==> src/rtl/core/rc4_stream_cipher_top_macros.svh <==
// Assertion macros shared by the RC4 stream cipher RTL.
// Files that check their own logic include this header; it depends on nothing else.
// Both macros expect signals named clk and rst in the including module.
`ifndef RC4_STREAM_CIPHER_TOP_MACROS_SVH
`define RC4_STREAM_CIPHER_TOP_MACROS_SVH
`ifndef SYNTH
// Checked property with the check suspended while reset is high.
`define RC4_ASSERT(lbl, prop, msg) \
  lbl: assert property (@(posedge clk) disable iff (rst) prop) else $error(msg);
// Checked property that is also evaluated during reset.
`define RC4_ASSERT_RST(lbl, prop, msg) \
  lbl: assert property (@(posedge clk) prop) else $error(msg);
`else
`define RC4_ASSERT(lbl, prop, msg)
`define RC4_ASSERT_RST(lbl, prop, msg)
`endif
`endif

==> src/rtl/core/rc4_pkg.sv <==
`timescale 1ns / 1ps
// Shared types and constants for the RC4 stream cipher.
// Used by every module of the block except rc4_ram; depends on nothing.
package rc4_pkg;

  // Permutation table geometry.
  localparam int TABLE_SIZE = 256;
  localparam int IDX_W      = $clog2(TABLE_SIZE);

  // Key storage.
  localparam int MAX_KEY_BYTES = 32;
  localparam int KEY_W         = MAX_KEY_BYTES * 8;
  localparam int KEY_IDX_W     = $clog2(MAX_KEY_BYTES);
  localparam int KLEN_W        = 6;

  // Configuration port.
  localparam int CFG_DATA_W = 64;
  localparam int CFG_ADDR_W = 6;
  localparam int REG_IDX_W  = 3;

  // Register indexes (byte address is eight times the index).
  localparam logic [REG_IDX_W-1:0] REG_KEY_LENGTH = 3'd0;
  localparam logic [REG_IDX_W-1:0] REG_KEY_WORD_0 = 3'd1;
  localparam logic [REG_IDX_W-1:0] REG_KEY_WORD_1 = 3'd2;
  localparam logic [REG_IDX_W-1:0] REG_KEY_WORD_2 = 3'd3;
  localparam logic [REG_IDX_W-1:0] REG_KEY_WORD_3 = 3'd4;

  // Reset value of the key length register.
  localparam logic [KLEN_W-1:0] KEY_LENGTH_RST = 6'd4;

  // Input and output beats.
  typedef struct packed {
    logic [7:0] data_in;
    logic       last_in;
  } in_beat_t;

  typedef struct packed {
    logic [7:0] data_out;
    logic       last_out;
  } out_beat_t;

  // Configuration as seen by the datapath.
  typedef struct packed {
    logic [KLEN_W-1:0] key_length;
    logic [KEY_W-1:0]  key;
  } cfg_t;

  // Controller states.
  typedef enum logic [3:0] {
    ST_IDLE,
    ST_FILL,
    ST_KRD_N,
    ST_KRD_J,
    ST_KWR_N,
    ST_KWR_J,
    ST_PRE,
    ST_RD_J,
    ST_RD_T,
    ST_WR_J,
    ST_HOLD
  } ctrl_state_t;

  // Datapath operation for the current cycle.
  typedef enum logic [3:0] {
    DOP_IDLE,
    DOP_FILL,
    DOP_KRD_N,
    DOP_KRD_J,
    DOP_KWR_N,
    DOP_KWR_J,
    DOP_RD_J,
    DOP_RD_T,
    DOP_WR_J,
    DOP_HOLD
  } dp_op_t;

  // Commands from the controller to the datapath.
  typedef struct packed {
    dp_op_t op;
    logic   take_item;
    logic   start_byte;
    logic   load_out;
    logic   finish_ks;
  } cmd_t;

  // Status from the datapath to the controller.
  typedef struct packed {
    logic n_last;
    logic out_free;
    logic item_last;
  } status_t;

endpackage

==> src/rtl/core/rc4_ram.sv <==
`timescale 1ns / 1ps
// Generic single-write, single-read RAM with registered read data.
// A read at the address being written returns the old contents. No dependencies.
module rc4_ram #(
  parameter int WIDTH = 8,
  parameter int DEPTH = 256
) (
  input  logic                     clk,
  input  logic                     we,
  input  logic [$clog2(DEPTH)-1:0] waddr,
  input  logic [WIDTH-1:0]         wdata,
  input  logic [$clog2(DEPTH)-1:0] raddr,
  output logic [WIDTH-1:0]         rdata
);

  logic [WIDTH-1:0] mem [DEPTH];

  // Write port and registered read port.
  always_ff @(posedge clk) begin
    if (we) begin
      mem[waddr] <= wdata;
    end
    rdata <= mem[raddr];
  end

endmodule

==> src/rtl/core/rc4_regs.sv <==
`timescale 1ns / 1ps
// APB-style configuration registers: key length and four 64-bit key words.
// Depends on rc4_pkg for register indexes and the configuration struct.
module rc4_regs (
  input  logic                            clk,
  input  logic                            rst,
  input  logic                            psel,
  input  logic                            penable,
  input  logic                            pwrite,
  input  logic [rc4_pkg::CFG_ADDR_W-1:0]  paddr,
  input  logic [rc4_pkg::CFG_DATA_W-1:0]  pwdata,
  output logic [rc4_pkg::CFG_DATA_W-1:0]  prdata,
  output logic                            pready,
  output rc4_pkg::cfg_t                   cfg
);

  logic [rc4_pkg::KLEN_W-1:0]     key_length;
  logic [rc4_pkg::CFG_DATA_W-1:0] key_word_0;
  logic [rc4_pkg::CFG_DATA_W-1:0] key_word_1;
  logic [rc4_pkg::CFG_DATA_W-1:0] key_word_2;
  logic [rc4_pkg::CFG_DATA_W-1:0] key_word_3;
  logic [rc4_pkg::REG_IDX_W-1:0]  reg_idx;
  logic                           wr_en;

  assign pready  = 1'b1;
  assign reg_idx = paddr[rc4_pkg::CFG_ADDR_W-1:3];
  assign wr_en   = psel && penable && pwrite;

  // Register writes in the access phase; unknown indexes are dropped.
  always_ff @(posedge clk) begin
    if (rst) begin
      key_length <= rc4_pkg::KEY_LENGTH_RST;
      key_word_0 <= '0;
      key_word_1 <= '0;
      key_word_2 <= '0;
      key_word_3 <= '0;
    end else if (wr_en) begin
      case (reg_idx)
        rc4_pkg::REG_KEY_LENGTH: key_length <= pwdata[rc4_pkg::KLEN_W-1:0];
        rc4_pkg::REG_KEY_WORD_0: key_word_0 <= pwdata;
        rc4_pkg::REG_KEY_WORD_1: key_word_1 <= pwdata;
        rc4_pkg::REG_KEY_WORD_2: key_word_2 <= pwdata;
        rc4_pkg::REG_KEY_WORD_3: key_word_3 <= pwdata;
        default: ;
      endcase
    end
  end

  // Read-back mux.
  always_comb begin
    case (reg_idx)
      rc4_pkg::REG_KEY_LENGTH:
        prdata = {{(rc4_pkg::CFG_DATA_W-rc4_pkg::KLEN_W){1'b0}}, key_length};
      rc4_pkg::REG_KEY_WORD_0: prdata = key_word_0;
      rc4_pkg::REG_KEY_WORD_1: prdata = key_word_1;
      rc4_pkg::REG_KEY_WORD_2: prdata = key_word_2;
      rc4_pkg::REG_KEY_WORD_3: prdata = key_word_3;
      default:                 prdata = '0;
    endcase
  end

  assign cfg.key_length = key_length;
  assign cfg.key        = {key_word_3, key_word_2, key_word_1, key_word_0};

endmodule

==> src/rtl/core/rc4_ctrl.sv <==
`timescale 1ns / 1ps
// Sequencer for the key schedule and the per-byte permutation update.
// Depends on rc4_pkg for states and command/status structs, and on the macro header.
`include "rc4_stream_cipher_top_macros.svh"
module rc4_ctrl (
  input  logic              clk,
  input  logic              rst,
  input  logic              in_valid,
  output logic              in_stall,
  input  rc4_pkg::status_t  status,
  output rc4_pkg::cmd_t     cmd
);

  rc4_pkg::ctrl_state_t state;
  rc4_pkg::ctrl_state_t state_next;
  logic                 need_rekey;
  logic                 need_rekey_next;
  logic                 accept;

  // Input beats are taken when idle, or while the previous byte finishes if it
  // can hand off its result and does not end a message.
  assign in_stall = !((state == rc4_pkg::ST_IDLE) ||
                      ((state == rc4_pkg::ST_WR_J) && status.out_free && !status.item_last));
  assign accept   = in_valid && !in_stall;

  // State and rekey flag.
  always_ff @(posedge clk) begin
    if (rst) begin
      state      <= rc4_pkg::ST_IDLE;
      need_rekey <= 1'b1;
    end else begin
      state      <= state_next;
      need_rekey <= need_rekey_next;
    end
  end

  // Next state and datapath commands.
  always_comb begin
    state_next      = state;
    need_rekey_next = need_rekey;
    cmd.op          = rc4_pkg::DOP_IDLE;
    cmd.take_item   = 1'b0;
    cmd.start_byte  = 1'b0;
    cmd.load_out    = 1'b0;
    cmd.finish_ks   = 1'b0;
    case (state)
      rc4_pkg::ST_IDLE: begin
        if (accept) begin
          cmd.take_item = 1'b1;
          if (need_rekey) begin
            state_next = rc4_pkg::ST_FILL;
          end else begin
            cmd.start_byte = 1'b1;
            state_next     = rc4_pkg::ST_RD_J;
          end
        end
      end
      rc4_pkg::ST_FILL: begin
        cmd.op = rc4_pkg::DOP_FILL;
        if (status.n_last) begin
          state_next = rc4_pkg::ST_KRD_N;
        end
      end
      rc4_pkg::ST_KRD_N: begin
        cmd.op     = rc4_pkg::DOP_KRD_N;
        state_next = rc4_pkg::ST_KRD_J;
      end
      rc4_pkg::ST_KRD_J: begin
        cmd.op     = rc4_pkg::DOP_KRD_J;
        state_next = rc4_pkg::ST_KWR_N;
      end
      rc4_pkg::ST_KWR_N: begin
        cmd.op     = rc4_pkg::DOP_KWR_N;
        state_next = rc4_pkg::ST_KWR_J;
      end
      rc4_pkg::ST_KWR_J: begin
        cmd.op = rc4_pkg::DOP_KWR_J;
        if (status.n_last) begin
          cmd.finish_ks   = 1'b1;
          need_rekey_next = 1'b0;
          state_next      = rc4_pkg::ST_PRE;
        end else begin
          state_next = rc4_pkg::ST_KRD_J;
        end
      end
      rc4_pkg::ST_PRE: begin
        cmd.start_byte = 1'b1;
        state_next     = rc4_pkg::ST_RD_J;
      end
      rc4_pkg::ST_RD_J: begin
        cmd.op     = rc4_pkg::DOP_RD_J;
        state_next = rc4_pkg::ST_RD_T;
      end
      rc4_pkg::ST_RD_T: begin
        cmd.op     = rc4_pkg::DOP_RD_T;
        state_next = rc4_pkg::ST_WR_J;
      end
      rc4_pkg::ST_WR_J: begin
        cmd.op = rc4_pkg::DOP_WR_J;
        if (status.out_free) begin
          cmd.load_out = 1'b1;
          if (status.item_last) begin
            need_rekey_next = 1'b1;
            state_next      = rc4_pkg::ST_IDLE;
          end else if (accept) begin
            cmd.take_item  = 1'b1;
            cmd.start_byte = 1'b1;
            state_next     = rc4_pkg::ST_RD_J;
          end else begin
            state_next = rc4_pkg::ST_IDLE;
          end
        end else begin
          state_next = rc4_pkg::ST_HOLD;
        end
      end
      rc4_pkg::ST_HOLD: begin
        cmd.op = rc4_pkg::DOP_HOLD;
        if (status.out_free) begin
          cmd.load_out = 1'b1;
          if (status.item_last) begin
            need_rekey_next = 1'b1;
          end
          state_next = rc4_pkg::ST_IDLE;
        end
      end
      default: begin
        state_next = rc4_pkg::ST_IDLE;
      end
    endcase
  end

  // Checks on sequencing.
  `RC4_ASSERT_RST(a_reset_rekeys, rst |=> (state == rc4_pkg::ST_IDLE) && need_rekey, "reset did not arm the key schedule")
  `RC4_ASSERT(a_load_needs_room, cmd.load_out |-> status.out_free, "result loaded over a held result")
  `RC4_ASSERT(a_rekey_first, (accept && need_rekey) |=> (state == rc4_pkg::ST_FILL), "byte taken without key schedule")
  `RC4_ASSERT(a_schedule_done, cmd.finish_ks |=> !need_rekey && (state == rc4_pkg::ST_PRE), "key schedule end mishandled")

endmodule

==> src/rtl/core/rc4_dp.sv <==
`timescale 1ns / 1ps
// Datapath: permutation RAM, indices, key byte select, forwarding and output register.
// Depends on rc4_pkg and instantiates rc4_ram.
module rc4_dp (
  input  logic                clk,
  input  logic                rst,
  input  rc4_pkg::cfg_t       cfg,
  input  rc4_pkg::cmd_t       cmd,
  output rc4_pkg::status_t    status,
  input  rc4_pkg::in_beat_t   in_payload,
  output logic                out_valid,
  input  logic                out_stall,
  output rc4_pkg::out_beat_t  out_payload
);

  localparam int IW = rc4_pkg::IDX_W;

  logic [IW-1:0]                   i;
  logic [IW-1:0]                   j;
  logic [IW-1:0]                   n;
  logic [rc4_pkg::KEY_IDX_W-1:0]   k;
  logic [rc4_pkg::KEY_IDX_W-1:0]   k_next;
  logic [rc4_pkg::KLEN_W-1:0]      k_inc;
  logic [rc4_pkg::KLEN_W-1:0]      len_eff;
  logic [7:0]                      key_byte;
  logic [7:0]                      si;
  logic [IW-1:0]                   t_q;
  logic [7:0]                      ks;
  logic [7:0]                      ks_q;
  rc4_pkg::in_beat_t               item;
  logic                            fwd_hit;
  logic [7:0]                      fwd_data;
  logic                            we;
  logic [IW-1:0]                   waddr;
  logic [7:0]                      wdata;
  logic [IW-1:0]                   raddr;
  logic [7:0]                      ram_rdata;
  logic [7:0]                      rd_eff;
  logic [IW-1:0]                   sum_kj;
  logic [IW-1:0]                   sum_j;
  logic [IW-1:0]                   t_sum;

  rc4_ram #(
    .WIDTH(8),
    .DEPTH(rc4_pkg::TABLE_SIZE)
  ) u_perm (
    .clk  (clk),
    .we   (we),
    .waddr(waddr),
    .wdata(wdata),
    .raddr(raddr),
    .rdata(ram_rdata)
  );

  // Read data, with a write to the same address in the read cycle forwarded.
  assign rd_eff = fwd_hit ? fwd_data : ram_rdata;

  // Effective key length: zero counts as one, oversize saturates.
  always_comb begin
    if (cfg.key_length == '0) begin
      len_eff = rc4_pkg::KLEN_W'(1);
    end else if (cfg.key_length > rc4_pkg::KLEN_W'(rc4_pkg::MAX_KEY_BYTES)) begin
      len_eff = rc4_pkg::KLEN_W'(rc4_pkg::MAX_KEY_BYTES);
    end else begin
      len_eff = cfg.key_length;
    end
  end

  // Cyclic key byte index.
  assign key_byte = cfg.key[{k, 3'b000} +: 8];
  assign k_inc    = {1'b0, k} + rc4_pkg::KLEN_W'(1);
  assign k_next   = (k_inc >= len_eff) ? '0 : k_inc[rc4_pkg::KEY_IDX_W-1:0];

  // Index arithmetic, all modulo the table size.
  assign sum_kj = j + rd_eff + key_byte;
  assign sum_j  = j + rd_eff;
  assign t_sum  = si + rd_eff;

  // Keystream byte: the entry at j is still pending its write of si.
  assign ks = (t_q == j) ? si : rd_eff;

  // RAM port steering.
  always_comb begin
    we    = 1'b0;
    waddr = j;
    wdata = si;
    raddr = i + IW'(1);
    case (cmd.op)
      rc4_pkg::DOP_FILL: begin
        we    = 1'b1;
        waddr = n;
        wdata = n;
      end
      rc4_pkg::DOP_KRD_N: raddr = n;
      rc4_pkg::DOP_KRD_J: raddr = sum_kj;
      rc4_pkg::DOP_KWR_N: begin
        we    = 1'b1;
        waddr = n;
        wdata = rd_eff;
      end
      rc4_pkg::DOP_KWR_J: begin
        we    = 1'b1;
        raddr = n + IW'(1);
      end
      rc4_pkg::DOP_RD_J: raddr = sum_j;
      rc4_pkg::DOP_RD_T: begin
        we    = 1'b1;
        waddr = i;
        wdata = rd_eff;
        raddr = t_sum;
      end
      rc4_pkg::DOP_WR_J: we = 1'b1;
      default: ;
    endcase
    if (cmd.start_byte) begin
      raddr = i + IW'(1);
    end
  end

  // Indices, counters and output valid.
  always_ff @(posedge clk) begin
    if (rst) begin
      i         <= '0;
      j         <= '0;
      n         <= '0;
      k         <= '0;
      fwd_hit   <= 1'b0;
      out_valid <= 1'b0;
    end else begin
      fwd_hit <= we && (raddr == waddr);
      if (cmd.start_byte) begin
        i <= i + IW'(1);
      end
      case (cmd.op)
        // The key schedule starts its mixing from j and k at zero.
        rc4_pkg::DOP_FILL: begin
          n <= n + IW'(1);
          j <= '0;
          k <= '0;
        end
        rc4_pkg::DOP_KRD_J: j <= sum_kj;
        rc4_pkg::DOP_KWR_J: begin
          n <= n + IW'(1);
          k <= k_next;
        end
        rc4_pkg::DOP_RD_J: j <= sum_j;
        default: ;
      endcase
      if (cmd.finish_ks) begin
        i <= '0;
        j <= '0;
      end
      if (cmd.load_out) begin
        out_valid <= 1'b1;
      end else if (!out_stall) begin
        out_valid <= 1'b0;
      end
    end
  end

  // Payload registers.
  always_ff @(posedge clk) begin
    fwd_data <= wdata;
    if (cmd.take_item) begin
      item <= in_payload;
    end
    if ((cmd.op == rc4_pkg::DOP_KRD_J) || (cmd.op == rc4_pkg::DOP_RD_J)) begin
      si <= rd_eff;
    end
    if (cmd.op == rc4_pkg::DOP_RD_T) begin
      t_q <= t_sum;
    end
    if (cmd.op == rc4_pkg::DOP_WR_J) begin
      ks_q <= ks;
    end
    if (cmd.load_out) begin
      out_payload.data_out <= item.data_in ^ ((cmd.op == rc4_pkg::DOP_HOLD) ? ks_q : ks);
      out_payload.last_out <= item.last_in;
    end
  end

  assign status.n_last    = (n == IW'(rc4_pkg::TABLE_SIZE - 1));
  assign status.out_free  = !out_valid || !out_stall;
  assign status.item_last = item.last_in;

endmodule

==> src/rtl/core/rc4_stream_cipher_top.sv <==
`timescale 1ns / 1ps
// RC4 stream cipher top level: configuration registers, sequencer and datapath.
// Depends on rc4_pkg, rc4_regs, rc4_ctrl and rc4_dp.
//
// Usage:
//   Input beats (in_valid/in_stall, in_payload) carry one byte and a last flag;
//   output beats (out_valid/out_stall, out_payload) carry the XORed byte and the
//   copied flag, one output beat per input beat, in order.
//   The key and key length are written through the APB-style port while the
//   block is idle; registers lie at byte address 8*index, pready is always high.
//   The first byte after reset, and the first after a beat marked last, starts
//   the key schedule with the current registers: it loads the identity
//   permutation, makes one priming read, runs 256 mixing steps (states KRD_J,
//   KWR_N, KWR_J) and passes a hand-off state before that byte is processed.
//   A byte passes states RD_J, RD_T and WR_J before its result is loaded into
//   the output register; the next byte of a message is taken in WR_J when the
//   output is free. The single read and single write port of the permutation
//   RAM set the pace; each byte uses them for three dependent reads and two writes.
//   Reset (rst, synchronous) clears the indices and arms the key schedule.
//   When the receiver stalls, the result waits in the output register; the next
//   byte is still taken and worked on, and waits before its own result is loaded.
module rc4_stream_cipher_top (
  input  logic                            clk,
  input  logic                            rst,
  input  logic                            in_valid,
  output logic                            in_stall,
  input  rc4_pkg::in_beat_t               in_payload,
  output logic                            out_valid,
  input  logic                            out_stall,
  output rc4_pkg::out_beat_t              out_payload,
  input  logic                            psel,
  input  logic                            penable,
  input  logic                            pwrite,
  input  logic [rc4_pkg::CFG_ADDR_W-1:0]  paddr,
  input  logic [rc4_pkg::CFG_DATA_W-1:0]  pwdata,
  output logic [rc4_pkg::CFG_DATA_W-1:0]  prdata,
  output logic                            pready
);

  rc4_pkg::cfg_t    cfg;
  rc4_pkg::cmd_t    cmd;
  rc4_pkg::status_t status;

  rc4_regs u_regs (
    .clk    (clk),
    .rst    (rst),
    .psel   (psel),
    .penable(penable),
    .pwrite (pwrite),
    .paddr  (paddr),
    .pwdata (pwdata),
    .prdata (prdata),
    .pready (pready),
    .cfg    (cfg)
  );

  rc4_ctrl u_ctrl (
    .clk     (clk),
    .rst     (rst),
    .in_valid(in_valid),
    .in_stall(in_stall),
    .status  (status),
    .cmd     (cmd)
  );

  rc4_dp u_dp (
    .clk        (clk),
    .rst        (rst),
    .cfg        (cfg),
    .cmd        (cmd),
    .status     (status),
    .in_payload (in_payload),
    .out_valid  (out_valid),
    .out_stall  (out_stall),
    .out_payload(out_payload)
  );

endmodule
==> config.mk <==
export PLATFORM = sky130hd
export DESIGN_NAME = rc4_stream_cipher_top
export DESIGN_NICKNAME = d
export VERILOG_FILES = /design/src/rtl/core/rc4_pkg.sv /design/src/rtl/core/rc4_ram.sv /design/src/rtl/core/rc4_regs.sv /design/src/rtl/core/rc4_ctrl.sv /design/src/rtl/core/rc4_dp.sv /design/src/rtl/core/rc4_stream_cipher_top.sv
export VERILOG_INCLUDE_DIRS = /design/src /design/src/rtl/core
export SDC_FILE = /design/constraint.sdc
export NUM_CORES = 2
export LEC_CHECK = 0
export ABC_AREA = 1
export BUFFER_PORTS_ARGS = -buffer_cell sky130_fd_sc_hd__buf_2
export CAP_MARGIN = 20
export CORE_UTILIZATION = 27
export DETAILED_ROUTE_END_ITERATION = 10
export GPL_TIMING_DRIVEN = 1
export HOLD_SLACK_MARGIN = 0.06
export SYNTH_ARGS = -nofsm -noshare
export SYNTH_HDL_FRONTEND = slang
export SYNTH_HIERARCHICAL = 1
export SYNTH_SLANG_ARGS = --single-unit
==> constraint.sdc <==
create_clock -name clk -period 15.8 [get_ports clk]
set_input_delay 3.16 -clock clk [delete_from_list [all_inputs] [get_ports clk]]
set_output_delay 3.16 -clock clk [all_outputs]
set_load 0.005 [all_outputs]
==> Word-level counts from Yosys, hierarchy flattened <==
Memories as Yosys holds them, arrays and structs flattened. A register that Yosys moved wholly into a read port is not among the register bits.
Index checks and enable logic that the tools add are counted.
{ "totals": {"ff_bits": 348, "mem_count": 1, "ram_bits": 2048, "elab_cells": 140, "output_inout_bits": 76, "input_bits": 86} }
{ "memory_table": {"columns": ["memory", "depth", "width", "rd", "rd_ports_with_merged_regs", "wr", "line_no", "source"], "rows": [
  ["u_dp.u_perm.mem", 256, 8, 1, 1, 1, "rc4_ram.sv:16", "logic [WIDTH-1:0] mem [DEPTH];"]
]} }
{ "op_classes": {"addsub": 6, "bitwise": 1, "n_reduce_logical": 32, "mux": 43, "magnitude_cmp": 2, "n_eq_ne": 33, "n_shift": 1} }
{ "ops": {"columns": ["op", "count"], "rows": [
  ["$pmux W64 S5", 1],
  ["$shiftx A256 B9 Y8", 1],
  ["$pmux W4 S11", 1],
  ["$pmux W8 S5", 1],
  ["$pmux W4 S9", 1],
  ["$eq A4 B3 Y1 const B", 8],
  ["$mux W8", 4],
  ["$pmux W8 S2", 2],
  ["$add A8 B8 Y8", 3],
  ["$pmux W8 S3", 1],
  ["$eq A4 B4 Y1 const B", 5],
  ["$mux W4", 5],
  ["$add A8 B1 Y8 const B", 2],
  ["$eq A4 B2 Y1 const B", 4],
  ["$eq A8 B8 Y1", 2],
  ["$mux W1", 12],
  ["$mux W3", 4],
  ["$mux W6", 2],
  ["$ne A2 B1 Y1 const B", 5],
  ["$pmux W5 S2", 1],
  ["$reduce_and A2 Y1", 5],
  ["$reduce_or A2 Y1", 5],
  ["$eq A4 B1 Y1 const B", 2],
  ["$eq A8 B8 Y1 const B", 1],
  ["23 further kinds", 40]
]} }

==> Longest topological paths before layout <==
{ "logic_depth": {"depth_word": 13, "ltp_mapped": 33, "depth_no_buf": 30} }

==> By module <==
The synthesis kept the hierarchy.
{ "modules_own_cells": {"columns": ["mod", "seq_area_each_um2", "area_per_inst_um2", "cells_per_inst", "n_inst"], "rows": [
  ["rc4_ram", 61659.1, 83396.2, 7003, 1],
  ["rc4_regs", 5245.0, 12829.8, 2113, 1],
  ["rc4_dp", 2042.0, 7697.4, 1188, 1],
  ["rc4_ctrl", 100.1, 462.9, 85, 1]
]} }

==> Worst setup path after synthesis <==
OpenSTA, ideal clock, no wires.
{ "synth_path": {"path_type": "reg-to-reg", "startpoint": "register u_ctrl.state[1]", "endpoint": "memory u_dp.u_perm.mem[0][7], data pin", "required_time_ns": 13.605, "setup_slack_ns": 1.987, "path_stages_with_launch": 13, "n_path_buf": 1, "setup_ns": 2.195, "t_arrival_ns": 11.619, "period_less_slack_ns": 13.813, "cell_sequence": "dfxtp_1 > nor2_1 > nand2_1 > nand4_1 > or2_2 > inv_1 > nor2_4 > nand2_4 > nand2_8 > nor2_8 > inv_4 > buf_6 > o21ai_0"} }
{ "synth_lines": {"columns": ["item", "line_no", "source"], "rows": [
  ["start, declared", "rc4_ctrl.sv:14", "rc4_pkg::ctrl_state_t state;"],
  ["start signal, assigned", "rc4_ctrl.sv:29", "state <= rc4_pkg::ST_IDLE;"],
  ["start signal, assigned", "rc4_ctrl.sv:32", "state <= state_next;"],
  ["end, declared", "rc4_ram.sv:16", null]
]} }

==> Worst setup path in the final report <==
{ "layout_path": {"startpoint": "input paddr[4] (netlist name)", "endpoint": "output prdata[13] (netlist name)"} }
{ "layout_via": {"elab_chain_len": 2, "word_cells_on_any_way": 6, "classes_between": "4 x eq/ne; 1 x mux; 1 x reduce/logical"} }
{ "layout_lines": {"columns": ["item", "line_no", "source"], "rows": [
  ["start, declared", "rc4_stream_cipher_top.sv:34", "input logic [rc4_pkg::CFG_ADDR_W-1:0] paddr,"],
  ["$eq A3 B3 Y1 (tied with other cells)", "rc4_regs.sv:51", "case (reg_idx)"],
  ["$pmux W64 S5 (*)", "rc4_regs.sv:51", null],
  ["end, declared", "rc4_stream_cipher_top.sv:36", "output logic [rc4_pkg::CFG_DATA_W-1:0] prdata,"]
]} }
Every way passes the cells marked *; elsewhere a longest branch is shown, timed or not.

==> qor.yml <==
run_status: "complete, no violations"
worstReg2RegStart: "u_dp/k[0]"
die-area_um2: 389000
port_buffers: 157
fin_crit_sh: 0.585
vias: 74627
insertion_delay_ps: 900
dr.pass1.iters: 6
nFillCells: 39077
cts_hold_buf: 0
antenna_found_initial: 16
syn_area_um2: 104000
r2r_end: "u_dp/u_perm/rdata[0]"
drtAntennaViolNets: 0
clock_skew_ps: 78.6
holdPathEnd: "u_ctrl/need_rekey"
htree_levels: 5
cts_tree: "built"
fin_total_pwr_mw: 17.2
ys_async_sr_fraction: 0
rr_worst_depth: 27
gp_congestion: 0.852
p_sw_mw: 5.48
r2r_setup_slack_ps: 7470
cp_common_cell: "nand2_1"
synth-edff-count: 2090
ys_seq_area_frac: 0.661
vdd_ir_drop_max_mv: 0.142
num_io_pins: 162
grtUsageTotal: 0.146
fp.dieH_um: 624
cp_max_fo: 55
grt_setup_unrepaired: "no"
hp-start: "u_ctrl/need_rekey"
drc: 0
critPathLaunchType: "input port"
synth_ff_type: "edfxtp_1"
post_cts_buffers: 0
critPathTopFamily: "buffers and inverters"
slew_headroom: 0.188
yosys.area.top_type_share: 0.601
clk_pin_slew_ps: 60
drt_iter0_drc: 8018
min_path_type: "flop to flop"
initial_core_util: 0.272
syn_nets: 10508
yosysWarnings: 6
cp_cell_sequence: "buf_2, inv_2, nand2_1, nor2_4, buf_4, buf_4, nand2_1, nand2_1, inv_1, nand2_1, buf_2"
rows: 227
yosysMostFrequentCell: "nand2_1"
swShare: 0.319
finalCriticalPeriod_ps: 9240
worst_slew_pin_slew_ps: 1210
slew_viol_final: 0
power_frac_seq: 0.438
ys_types: 57
pwr_density_cell_nw_per_um2: 146
die_w_um: 624
routed_wl_um: 298000
cts.sinks: 2404
grt_max_degree: 228
min_path_cells: 2
clock_path_buffers: 4
pwr-share-clk: 0.346
crit_type: "input port to output port"
nets: 10349
syn_to_final_growth_pct: 12.5
tns_ps: 0
arrival_ps: 6080
p_comb_frac: 0.216
cp_data_required_time_ps: 12640
viasPerCell: 4.82
dp_hpwl_um: 166000
grt_pass1_vias: 67984
fmax_mhz: 108
multi_input_area_um2: 30500
grt_first_pass_wirelength_um: 440000
ys_ff_latch: 2404
yosysTopAreaCell: "edfxtp_1"
cts_resized: 0
slowest_stage: "buf_4"
p_int_mw: 11.7
setup_viol: 0
syn_area_per_cell_um2: 10.0
synth_area_leaders: "edfxtp_1 (60%), nand2_1 (11%), nand3_1 (11%)"
cp-end-kind: "output port"
core-area_um2: 383000
leakage_nw: 42.2
seqCellArea_um2: 69100
critPathMaxStageDelay_ps: 690
crit_buf_inv: 6
grt-ovfl-total: 0
syn_inst: 10389
post_drt_wl_per_cell_um: 19.3
maxCapViolations: 0
finalHoldViolCount: 0
ys_top_cells_by_count: "nand2_1 (3,148), nand3_1 (2,286), edfxtp_1 (2,090)"
cts.root.buffer_cell: "clkbuf_16"
cts_made_buffers: 266
layout-drive-gt1-share: 0.0662
-- cells in the final DEF (no fill, tap or decap), types with 13 or more instances in the layout --
| cell | n |
|---|---|
| nand4_1 | 18 |
| clkinv_2 | 29 |
| nand2_2 | 16 |
| inv_2 | 13 |
| o21ai_0 | 163 |
| clkbuf_16 | 270 |
| nor2_1 | 1004 |
| clkbuf_1 | 68 |
| a21oi_1 | 60 |
| dfxtp_1 | 312 |
| buf_12 | 14 |
| clkinv_1 | 66 |
| ha_1 | 30 |
| nand3_1 | 2286 |
| buf_2 | 157 |
| edfxtp_1 | 2090 |
| o22ai_1 | 55 |
| inv_1 | 344 |
| nand2_1 | 3134 |
| xor2_1 | 25 |
| buf_4 | 75 |
-- tightest hold or removal path, stage by stage, from the launching register on --
cell,delay [ps]
dfxtp_1,320
a21oi_1,60
nand2_1,60
-- kinds of logic (layout without fill, tap and decap cells) --
group / Yosys count / after routing / share of synthesized area
AOI/OAI and AO/OA: 337 / 337 / 0.0187
xor gates and xnor gates: 36 / 36 / 0.00302
adders and majority gates: 33 / 33 / 0.00417
buffers and inverters: 1063 / 1103 / 0.0476
DFF: 2404 / 2404 / 0.661
muxes: 14 / 14 / 0.00141
other: 1 / 6 / 0.0000359
and+or+nand+nor: 6501 / 6501 / 0.264
-- stage by stage --
step | hold slack [ps] | util | setup slack [ps] | cells | instance area, um^2
floorplan | 425 | - | 1990 | 10389 | 104000
global placement | 445 | 0.284 | 6220 | 14998 | 109000
detailed placement | 456 | 0.284 | 6240 | 14998 | 109000
CTS | 471 | 0.306 | 6620 | 15465 | 117000
global route | 505 | 0.306 | 6470 | 15468 | 117000
finish | 471 | 0.306 | 6560 | 15472 | 117000
-- state kept, by name, indices dropped and copies added, names as in the netlist, 5 cells and up --
| signal | flops |
|---|---|
| u_dp/ks_q | 8 |
| u_dp/si | 8 |
| u_regs/key_word_2 | 64 |
| u_regs/key_word_0 | 64 |
| u_dp/u_perm/rdata | 8 |
| u_regs/key_word_3 | 64 |
| u_dp/t_q | 8 |
| u_dp/item | 8 |
| u_regs/key_length | 6 |
| u_dp/j | 8 |
| u_dp/u_perm/mem | 2048 |
| u_dp/out_payload | 9 |
| u_dp/k | 5 |
| u_dp/fwd_data | 8 |
| u_dp/n | 8 |
| u_regs/key_word_1 | 64 |
| u_dp/i | 8 |
-- power by group through the flow --
stage	combinational (mW)	sequential, mW	clock [mW]
after floorplan	2.31	7.98	0
after global placement	3.63	7.66	0
after detailed placement	3.67	7.66	0
after CTS	3.68	7.52	6.04
after global routing	3.99	7.53	6.29
final	3.70	7.53	5.95
-- worst max path at each step --
stage,from,end,slack [ps],cells after the start
detailed placement,out_stall,u_dp/u_perm/rdata[7],6240,25
finish,paddr[4],prdata[13],6560,11
CTS,paddr[3],prdata[13],6620,11
global placement,out_stall,u_dp/u_perm/rdata[4],6220,25
global route,paddr[3],prdata[13],6470,11
floorplan,u_ctrl/state[1],u_dp/u_perm/mem[0][7],1990,12
-- layout make-up --
| cell class | instances | share of cell area |
|---|---|---|
| clock buffers | 350 | 0.0611 |
| inverters | 389 | 0.0131 |
| repair buffers | 247 | 0.0141 |
| multi-input cells | 6922 | 0.260 |
| well taps | 5038 | 0.0537 |
| diodes | 5 | 0.000107 |
| clock inverters | 117 | 0.00934 |
| flip-flops and latches | 2404 | 0.588 |
-- layer usage --
layer	global-route usage	share of wire	vias up
met5	0	0.000044	-
met4	0.0399	0.026	2
met3	0.0231	0.081	416
met2	0.231	0.46	3028
met1	0.207	0.43	36072
li1	-	-	35109
No activity file was read; power rests on OpenSTA's default activity.
